**src/dgr_pkg.sv**
```systemverilog
// Package with the item types, control structs and constants of the data generator register block.
package dgr_pkg;

    localparam int unsigned WORD_W  = 64;
    localparam int unsigned LEN_W   = 11;
    localparam int unsigned TYPE_W  = 8;
    localparam int unsigned SEQ_W   = 8;
    localparam int unsigned KIND_W  = 2;
    localparam int unsigned EN_W    = 8;
    localparam int unsigned STEP_W  = $clog2(WORD_W);

    localparam logic [WORD_W-1:0] ADDR_COUNT  = 64'h0000_0000_0000_1001;
    localparam logic [WORD_W-1:0] ADDR_RATE   = 64'h0000_0000_0000_1002;
    localparam logic [WORD_W-1:0] ENABLE_ADDR = 64'd4099;
    localparam logic [WORD_W-1:0] RATE_RESET  = 64'h0000_0000_0001_0000;
    localparam logic [WORD_W-1:0] COUNT_ENDLESS = {WORD_W{1'b1}};

    localparam logic [TYPE_W-1:0] PKT_READ  = 8'd0;
    localparam logic [TYPE_W-1:0] PKT_WRITE = 8'd1;
    localparam logic [LEN_W-1:0]  READ_LEN      = 11'd10;
    localparam logic [LEN_W-1:0]  WRITE_MIN_LEN = 11'd18;
    localparam logic [2:0]        WRITE_LEN_MOD = 3'd2;

    localparam logic [KIND_W-1:0] KIND_READ   = 2'd0;
    localparam logic [KIND_W-1:0] KIND_FIRST  = 2'd1;
    localparam logic [KIND_W-1:0] KIND_MIDDLE = 2'd2;
    localparam logic [KIND_W-1:0] KIND_LAST   = 2'd3;

    localparam logic [SEQ_W-1:0]  SEQ_READ_INC  = 8'd2;
    localparam logic [SEQ_W-1:0]  SEQ_BURST_INC = 8'd1;

    localparam logic [STEP_W-1:0] DIV_LAST = STEP_W'(WORD_W - 1);

    typedef struct packed {
        logic              func;
        logic [TYPE_W-1:0] pkt_type;
        logic [LEN_W-1:0]  pkt_len;
        logic [WORD_W-1:0] reg_addr;
        logic [WORD_W-1:0] write_word;
    } t_in_item;

    typedef struct packed {
        logic [KIND_W-1:0] resp_kind;
        logic [SEQ_W-1:0]  seq_id;
        logic [WORD_W-1:0] payload;
        logic              to_stream;
    } t_out_item;

    typedef struct packed {
        logic latch;
        logic div_start;
        logic div_step;
        logic commit;
    } t_ctrl_cmd;

    typedef struct packed {
        logic need_div;
        logic div_last;
        logic has_result;
        logic out_free;
    } t_ctrl_sts;

endpackage

```
**src/dgr_in_if.sv**
```systemverilog
// Input channel interface carrying request packets and idle ticks.
interface dgr_in_if;
    logic              valid;
    logic              ready;
    dgr_pkg::t_in_item item;

    modport source (output valid, output item, input ready);
    modport sink   (input valid, input item, output ready);
endinterface

```
**src/dgr_out_if.sv**
```systemverilog
// Output channel interface carrying response and burst packets.
interface dgr_out_if;
    logic               valid;
    logic               ready;
    dgr_pkg::t_out_item item;

    modport source (output valid, output item, input ready);
    modport sink   (input valid, input item, output ready);
endinterface

```
**src/dgr_ctrl.sv**
```systemverilog
// Controller state machine that sequences accept, remainder iterations and commit.
module dgr_ctrl (
    input  logic                i_clk,
    input  logic                i_rst_n,
    input  logic                i_in_valid,
    output logic                o_in_ready,
    input  dgr_pkg::t_ctrl_sts  i_sts,
    output dgr_pkg::t_ctrl_cmd  o_cmd
);
    import dgr_pkg::*;

    typedef enum logic [3:0] {
        S_IDLE   = 4'b0001,
        S_CHECK  = 4'b0010,
        S_DIV    = 4'b0100,
        S_COMMIT = 4'b1000
    } t_state;

    t_state r_state, n_state;

    always_ff @(posedge i_clk) begin
        if (!i_rst_n) begin
            r_state <= S_IDLE;
        end else begin
            r_state <= n_state;
        end
    end

    always_comb begin
        n_state    = r_state;
        o_cmd      = '0;
        o_in_ready = 1'b0;
        unique case (r_state)
            S_IDLE: begin
                // No item is taken while reset is held.
                o_in_ready = i_rst_n;
                if (i_in_valid && i_rst_n) begin
                    o_cmd.latch = 1'b1;
                    n_state     = S_CHECK;
                end
            end
            S_CHECK: begin
                if (i_sts.need_div) begin
                    o_cmd.div_start = 1'b1;
                    n_state         = S_DIV;
                end else begin
                    n_state = S_COMMIT;
                end
            end
            S_DIV: begin
                o_cmd.div_step = 1'b1;
                if (i_sts.div_last) begin
                    n_state = S_COMMIT;
                end
            end
            S_COMMIT: begin
                // Hold here while a result waits for a full output register.
                if (!i_sts.has_result || i_sts.out_free) begin
                    o_cmd.commit = 1'b1;
                    n_state      = S_IDLE;
                end
            end
            default: begin
                n_state = S_IDLE;
            end
        endcase
    end

endmodule

```
**src/dgr_datapath.sv**
```systemverilog
// Datapath with the generator registers, bit-serial remainder unit and output register.
module dgr_datapath (
    input  logic               i_clk,
    input  logic               i_rst_n,
    input  dgr_pkg::t_in_item  i_item,
    input  dgr_pkg::t_ctrl_cmd i_cmd,
    output dgr_pkg::t_ctrl_sts o_sts,
    dgr_out_if.source          o_out
);
    import dgr_pkg::*;

    t_in_item          r_item;
    logic [WORD_W-1:0] r_gen_count, n_gen_count;
    logic [WORD_W-1:0] r_gen_rate, n_gen_rate;
    logic [EN_W-1:0]   r_gen_enable, n_gen_enable;
    logic              r_was_enabled, n_was_enabled;
    logic [SEQ_W-1:0]  r_seq, n_seq;
    logic [WORD_W-1:0] r_tick, n_tick;
    logic [WORD_W-1:0] r_rem;
    logic [WORD_W-1:0] r_dvd;
    logic [STEP_W-1:0] r_step;
    logic              r_out_valid;
    t_out_item         r_out_item;

    logic [WORD_W:0]   rem_shift;
    logic [WORD_W:0]   rem_diff;
    logic              is_read, is_write, fire;
    logic [WORD_W-1:0] read_data;
    t_out_item         res_item;
    logic              has_result;
    logic              out_free;

    // One quotient bit per cycle: shift in the next dividend bit, subtract if it fits.
    assign rem_shift = {r_rem, r_dvd[WORD_W-1]};
    assign rem_diff  = rem_shift - {1'b0, r_gen_rate};

    always_ff @(posedge i_clk) begin
        if (i_cmd.latch) begin
            r_item <= i_item;
        end
        if (i_cmd.div_start) begin
            r_rem  <= '0;
            r_dvd  <= r_tick;
            r_step <= '0;
        end else if (i_cmd.div_step) begin
            r_rem  <= rem_diff[WORD_W] ? rem_shift[WORD_W-1:0] : rem_diff[WORD_W-1:0];
            r_dvd  <= {r_dvd[WORD_W-2:0], 1'b0};
            r_step <= r_step + STEP_W'(1);
        end
    end

    assign is_read  = r_item.func && (r_item.pkt_type == PKT_READ)
                      && (r_item.pkt_len == READ_LEN);
    assign is_write = r_item.func && (r_item.pkt_type == PKT_WRITE)
                      && (r_item.pkt_len >= WRITE_MIN_LEN)
                      && (r_item.pkt_len[2:0] == WRITE_LEN_MOD);

    assign o_sts.need_div = !r_item.func && (r_gen_enable != '0)
                            && (r_gen_rate != '0) && (r_gen_count != '0);
    assign o_sts.div_last = (r_step == DIV_LAST);
    assign fire           = o_sts.need_div && (r_rem == '0);

    always_comb begin
        priority if (r_item.reg_addr == ADDR_COUNT) begin
            read_data = r_gen_count;
        end else if (r_item.reg_addr == ADDR_RATE) begin
            read_data = r_gen_rate;
        end else if (r_item.reg_addr == ENABLE_ADDR) begin
            read_data = {{(WORD_W-EN_W){1'b0}}, r_gen_enable};
        end else begin
            read_data = '0;
        end
    end

    always_comb begin
        has_result         = 1'b0;
        res_item.resp_kind = KIND_READ;
        res_item.seq_id    = r_seq;
        res_item.payload   = r_tick;
        res_item.to_stream = 1'b1;
        n_gen_count        = r_gen_count;
        n_gen_rate         = r_gen_rate;
        n_gen_enable       = r_gen_enable;
        n_was_enabled      = r_was_enabled;
        n_seq              = r_seq;
        n_tick             = r_tick;
        if (r_item.func) begin
            if (is_read) begin
                has_result         = 1'b1;
                res_item.payload   = read_data;
                res_item.to_stream = 1'b0;
                n_seq              = r_seq + SEQ_READ_INC;
            end else if (is_write) begin
                priority if (r_item.reg_addr == ADDR_COUNT) begin
                    n_gen_count = r_item.write_word;
                    n_tick      = '0;
                end else if (r_item.reg_addr == ADDR_RATE) begin
                    n_gen_rate = r_item.write_word;
                end else if (r_item.reg_addr == ENABLE_ADDR) begin
                    n_gen_enable = r_item.write_word[EN_W-1:0];
                end else begin
                    n_gen_enable = r_gen_enable;
                end
            end
        end else begin
            if (r_gen_enable != '0) begin
                if (fire) begin
                    has_result         = 1'b1;
                    res_item.resp_kind = r_was_enabled ? KIND_MIDDLE : KIND_FIRST;
                    n_seq              = r_seq + SEQ_BURST_INC;
                    if (r_gen_count != COUNT_ENDLESS) begin
                        n_gen_count = r_gen_count - WORD_W'(1);
                    end
                end
                n_was_enabled = 1'b1;
            end else if (r_was_enabled) begin
                has_result         = 1'b1;
                res_item.resp_kind = KIND_LAST;
                n_seq              = r_seq + SEQ_BURST_INC;
                n_was_enabled      = 1'b0;
            end
            n_tick = r_tick + WORD_W'(1);
        end
    end

    assign out_free         = !r_out_valid || o_out.ready;
    assign o_sts.has_result = has_result;
    assign o_sts.out_free   = out_free;

    always_ff @(posedge i_clk) begin
        if (!i_rst_n) begin
            r_gen_count   <= '0;
            r_gen_rate    <= RATE_RESET;
            r_gen_enable  <= '0;
            r_was_enabled <= 1'b0;
            r_seq         <= '0;
            r_tick        <= '0;
            r_out_valid   <= 1'b0;
        end else begin
            if (i_cmd.commit) begin
                r_gen_count   <= n_gen_count;
                r_gen_rate    <= n_gen_rate;
                r_gen_enable  <= n_gen_enable;
                r_was_enabled <= n_was_enabled;
                r_seq         <= n_seq;
                r_tick        <= n_tick;
            end
            if (i_cmd.commit && has_result) begin
                r_out_valid <= 1'b1;
            end else if (o_out.ready) begin
                r_out_valid <= 1'b0;
            end
        end
    end

    always_ff @(posedge i_clk) begin
        if (i_cmd.commit && has_result) begin
            r_out_item <= res_item;
        end
    end

    assign o_out.valid = r_out_valid;
    assign o_out.item  = r_out_item;

endmodule

```
**src/data_generator_register_block.sv**
```systemverilog
// Top level of the data generator register block: controller plus datapath.
//
// The block takes items on i_in: each item is either a received request
// packet (func set) or one idle tick (func clear). A valid read packet gives
// one response item on o_out carrying the addressed register; a valid write
// packet updates the count, rate or enable register and gives no item.
// On idle ticks while enabled, a burst item carrying the tick count is sent
// whenever the tick count is a multiple of the rate and the count is
// nonzero; the first tick after the enable drops sends one last-in-burst item.
// Each item is latched on acceptance, checked and then committed; a tick
// that checks the rate first runs through the bit-serial remainder unit,
// which retires one dividend bit per cycle over 64 bits. One item is
// processed at a time: the next item is taken only after the commit.
// Results sit in an output register, so the next item is accepted while a
// result waits; if a new result is ready while that register is still full,
// the block holds at commit until the receiver takes the waiting item.
// Reset (synchronous, active low) holds the input ready low, clears count,
// enable, sequence id and tick count, and sets the rate to 65536.
module data_generator_register_block (
    input  logic       i_clk,
    input  logic       i_rst_n,
    dgr_in_if.sink     i_in,
    dgr_out_if.source  o_out
);
    import dgr_pkg::*;

    t_ctrl_cmd cmd;
    t_ctrl_sts sts;

    // The controller owns the input handshake; the datapath owns the register and output state.
    dgr_ctrl u_ctrl (
        .i_clk      (i_clk),
        .i_rst_n    (i_rst_n),
        .i_in_valid (i_in.valid),
        .o_in_ready (i_in.ready),
        .i_sts      (sts),
        .o_cmd      (cmd)
    );

    // The datapath captures the item on accept and drives the output channel.
    dgr_datapath u_datapath (
        .i_clk   (i_clk),
        .i_rst_n (i_rst_n),
        .i_item  (i_in.item),
        .i_cmd   (cmd),
        .o_sts   (sts),
        .o_out   (o_out)
    );

endmodule
```
**src/flat_wrapper.sv**
```systemverilog
// flat-port wrapper written by rule: the top's interface ports become plain ports
module data_generator_register_block_flat import dgr_pkg::*;
  (i_clk, i_rst_n, i_in_valid, i_in_item, i_in_ready, o_out_valid, o_out_item, o_out_ready);
  dgr_in_if i_in_i ();
  dgr_out_if o_out_i ();
  input  logic i_clk;
  input  logic i_rst_n;
  input wire logic [$bits(i_in_i.valid)-1:0] i_in_valid;
  input wire logic [$bits(i_in_i.item)-1:0] i_in_item;
  output wire logic [$bits(i_in_i.ready)-1:0] i_in_ready;
  output wire logic [$bits(o_out_i.valid)-1:0] o_out_valid;
  output wire logic [$bits(o_out_i.item)-1:0] o_out_item;
  input wire logic [$bits(o_out_i.ready)-1:0] o_out_ready;
  assign i_in_i.valid = i_in_valid;
  assign i_in_i.item = i_in_item;
  assign i_in_ready = i_in_i.ready;
  assign o_out_valid = o_out_i.valid;
  assign o_out_item = o_out_i.item;
  assign o_out_i.ready = o_out_ready;
  data_generator_register_block u_core (.i_clk(i_clk), .i_rst_n(i_rst_n), .i_in(i_in_i), .o_out(o_out_i));
endmodule
```
**config.mk**
```make
export PLATFORM = sky130hd
export DESIGN_NAME = data_generator_register_block_flat
export DESIGN_NICKNAME = d
export VERILOG_FILES = /design/src/dgr_pkg.sv /design/src/dgr_in_if.sv /design/src/dgr_out_if.sv /design/src/dgr_ctrl.sv /design/src/dgr_datapath.sv /design/src/data_generator_register_block.sv /design/src/flat_wrapper.sv
export SDC_FILE = /design/constraint.sdc
export NUM_CORES = 1
export LEC_CHECK = 0
export CORE_MARGIN = 4
export CORE_UTILIZATION = 60
export DETAILED_ROUTE_END_ITERATION = 8
export DONT_BUFFER_PORTS = 1
export GPL_TIMING_DRIVEN = 1
export MAX_ROUTING_LAYER = met4
export PLACE_DENSITY = 0.72
export REMOVE_ABC_BUFFERS = 1
export SLEW_MARGIN = 20
export SYNTH_ARGS = -nofsm -noshare
export SYNTH_HDL_FRONTEND = slang
export SYNTH_SLANG_ARGS = --single-unit
```
**constraint.sdc**
```tcl
create_clock -name i_clk -period 9.3 [get_ports i_clk]
set_clock_uncertainty 0.05 [all_clocks]
set_input_delay 0.93 -clock i_clk [delete_from_list [all_inputs] [get_ports i_clk]]
set_output_delay 0.93 -clock i_clk [all_outputs]
set_load 0.05 [all_outputs]
```
==> impl_metrics.yaml <==
cts:
  post_cts_buffers: 0
  h-tree-depth: 2
  clock-root-buffer: "clkbuf_16"
  cts.clk_slew.worst_paths_ns: 0.07
  clk_latency_ns: 0.65
  cts_buffer_depth: 3
  cts_tree: "done"
  cts_resized: 0
  cts_made_buffers: 59
  clkSinkCount: 571
  ctsHoldBuffers: 0
floorplanning:
  start_util_pct: 60.72
  rows: 80
  num_io_pins: 229
  die_width_um: 227.8
  core_um2: 47750
  fp.dieH_um: 227.8
  fp.dieArea_um2: 51900
setup_path:
  reg2reg_from: "u_core.u_datapath.r_gen_rate[0]$_SDFFE_PN0P_"
  crit_path_max_fanout: 46
  rrSetupSlack_ns: 4.26
  worstSetupPathType: "reg -> reg"
  cp.arrival_ns: 5.53
  start_kind: "flip-flop"
  ff2ff_path_depth: 14
  required_ns: 9.79
  end_kind: "flip-flop"
  worstReg2RegEnd: "u_core.u_datapath.r_rem[51]$_SDFFE_PP0P_"
min_path:
  holdPathStages: 0
  hp-class: "in -> reg"
  min-delay-start: "i_in_item[79]"
  min_to: "u_core.u_datapath.r_item[79]$_DFFE_PP_"
grt:
  antenna_found_initial: 5
  grt_pass1_wl_um: 128800
  grt_remaining_overflow: 0
  grt_pass1_vias: 22430
  grt_use_total_pct: 32.03
  grt_max_degree: 221
finish:
  drive_gt1_share_pct: 7.423
  nNetsFinal: 3204
  design_area_um2: 31310
  n_fill_cell: 3860
  area_growth_pct: 7.997
detailed_routing:
  drtIter0Drc: 3091
  viasPerCell: 6.538
  antenna_left: 0
  wirelength_um: 84650
  vias: 23850
  wl_per_cell_um: 23.21
  drc_errors: 0
  first_pass_iters: 6
synth:
  ys_async_sr_fraction_pct: 0
  synth_top_area_share_pct: 29.73
  muxShareOfSynthArea_pct: 4.113
  synth-xor-area-share_pct: 2.628
  yosys_register_bits: 571
  syn-cell-area_um2: 28990
  synth-simple-area-share_pct: 18.36
  synth-compound-area-share_pct: 18.42
  synth_cell_type_count: 83
  synth_edf_count: 287
  ys_seq_area_share_pct: 49.34
  synth_area_leader_cell: "edfxtp_1"
  synthTopCellsByCount: "nand2_1 (387), o21ai_0 (315), edfxtp_1 (287)"
  yosys-top-cells-area: "edfxtp_1 (30%), dfxtp_1 (20%), o21ai_0 (5.4%)"
  post_synth.cell_area_avg_um2: 9.394
  synthAdderAreaFrac_pct: 3.090
  syn-instance-count: 3086
  synth_top_family_by_area: "compound AO/OA/AOI/OAI gates"
  yosysMostFrequentCell: "nand2_1"
  yosysWarnings: 0
  synthFlopType: "edfxtp_1"
timing:
  setup_violations: 0
  fmax_mhz: 198.4
  fin_crit_sh_pct: 54.19
  finalHoldViolCount: 0
  whs_ns: 0.3207
  period_needed_ns: 5.039
  rsz0062_at_grt: "false"
  finalSetupTns_ns: 0
  relSlewSlack_pct: 25.28
  tightest_slew_ns: 1.093
  slew_violations: 0
placed_design:
  hpwl_um: 58120
  place_area_um2: 29200
  place_congestion: 0.9819
  port_buffers: 0
power:
  power_density_nw_per_um2: 172.6
  ir_worst_vdd_mv: 0.1734
  p_leak_nw: 10.70
  power.total_mw: 5.403
flow_run:
  maxCapViolCount: 0
run_status:
  outcome: "finished clean"
[worst max-delay path: stages, from the launching register on]
cell and delay [ns]:
dfxtp_1 0.38, ha_1 0.26, fa_1 0.41, nand2b_1 0.18, a21oi_1 0.31, o211ai_1 0.30
a2111oi_2 0.58, o31ai_1 0.25, a2111oi_2 0.76, a211oi_1 0.21, nor3_2 0.14, buf_4 0.60
nand2_1 0.22, a2bb2oi_1 0.18, o21ai_0 0.10
[power breakdown]
group	total [mW]	switching (mW)	internal (mW)
Sequential	2.71	0.0312	2.68
Clock	2.56	1.03	1.53
Combinational	0.135	0.0927	0.0425
Total	5.40	1.15	4.25
[cells in the final DEF (no fill, tap or decap), drive strengths merged, types with 14 or more instances in the layout]
cell type / Yosys / final
and2: 61 / 61
o31ai: 24 / 24
mux2: 65 / 65
clkbuf: 141 / 72
nand3: 68 / 68
a21oi: 185 / 185
a21boi: 82 / 82
o211ai: 19 / 19
xor2: 36 / 36
nand2: 390 / 390
a22oi: 74 / 74
and3: 29 / 29
nand2b: 17 / 17
buf: 43 / 18
mux2i: 46 / 46
or3: 22 / 22
nor4: 95 / 95
nor3: 54 / 54
o21ai: 319 / 319
a21o: 31 / 31
nor2: 205 / 205
xnor2: 51 / 51
ha: 70 / 70
o21a: 15 / 15
nor2b: 30 / 30
edfxtp: 287 / 287
clkinv: 0 / 24
inv: 110 / 110
nand4: 62 / 62
a31oi: 24 / 24
o22ai: 14 / 14
dfxtp: 284 / 284
[per-layer routing]
metal	share of wire, %	vias to the layer above	track usage, %	wire length, µm
li1	-	11090	-	-
met1	41	11430	42.64	34780
met2	47	1115	50.50	39670
met3	7.3	218	3.443	6172
met4	4.8	0	13.57	4037
met5	0	-	-	0
[sequential cells by signal (all words and copies together) (netlist names)]
| signal | cells |
|---|---|
| u_core.u_datapath.o_out.valid | 1 |
| u_core.u_datapath.r_tick | 64 |
| u_core.u_datapath.r_gen_rate | 64 |
| u_core.u_ctrl.r_state | 4 |
| u_core.u_datapath.r_item | 148 |
| u_core.u_datapath.r_step | 6 |
| u_core.u_datapath.r_dvd | 64 |
| u_core.u_datapath.r_was_enabled | 1 |
| u_core.u_datapath.r_rem | 64 |
| u_core.u_datapath.o_out.item | 75 |
| u_core.u_datapath.r_seq | 8 |
| u_core.u_datapath.r_gen_count | 64 |
| u_core.u_datapath.r_gen_enable | 8 |
[cell families (layout without fill, tap and decap cells)]
| group | after synthesis | in the layout |
|---|---|---|
| AOI/OAI and AO/OA | 869 | 869 |
| xor gates and xnor gates | 87 | 87 |
| adders and majority gates | 71 | 71 |
| buffers and inverters | 294 | 239 |
| DFF | 571 | 571 |
| muxes | 111 | 111 |
| other | 0 | 2 |
| and+or+nand+nor | 1083 | 1083 |
[layout make-up]
class / instances / area, µm² / share of cell area, %
Multi-Input combinational cell: 2221 / 13570 / 43.34
Sequential cell: 571 / 14300 / 45.69
Antenna cell: 2 / 5.005 / 0.01599
Clock inverter: 39 / 544.3 / 1.738
Tap cell: 615 / 769.5 / 2.458
Clock buffer: 72 / 1555 / 4.967
Timing Repair Buffer: 18 / 147.6 / 0.4716
Inverter: 110 / 415.4 / 1.327
[how the worst max path moves through the flow]
stage | slack [ns] | from | end
floorplan | -0.25 | u_core.u_datapath.r_item[147]$_DFFE_PP_ | u_core.u_datapath.r_gen_rate[0]$_SDFFE_PN0P_
global placement | 4.27 | u_core.u_datapath.r_item[147]$_DFFE_PP_ | u_core.u_datapath.r_gen_count[5]$_SDFFE_PN0P_
detailed placement | 3.99 | u_core.u_datapath.r_item[147]$_DFFE_PP_ | u_core.u_datapath.r_gen_count[27]$_SDFFE_PN0P_
CTS | 3.96 | u_core.u_datapath.r_item[147]$_DFFE_PP_ | u_core.u_datapath.r_gen_count[37]$_SDFFE_PN0P_
global route | 3.93 | u_core.u_datapath.r_item[147]$_DFFE_PP_ | u_core.u_datapath.r_tick[63]$_SDFFE_PN0P_
finish | 4.26 | u_core.u_datapath.r_gen_rate[0]$_SDFFE_PN0P_ | u_core.u_datapath.r_rem[51]$_SDFFE_PP0P_
[through the flow]
stage          cells  setup slack, ns  util [%]
2_1_floorplan   2902          -0.2484         -
3_3_place_gp    3535            4.270     61.16
3_5_place_dp    3535            3.993     61.16
4_1_cts         3646            3.956     65.55
5_1_grt         3648            3.927     65.57
6_report        3648            4.261     65.57
(Power assumes the default switching activity.)
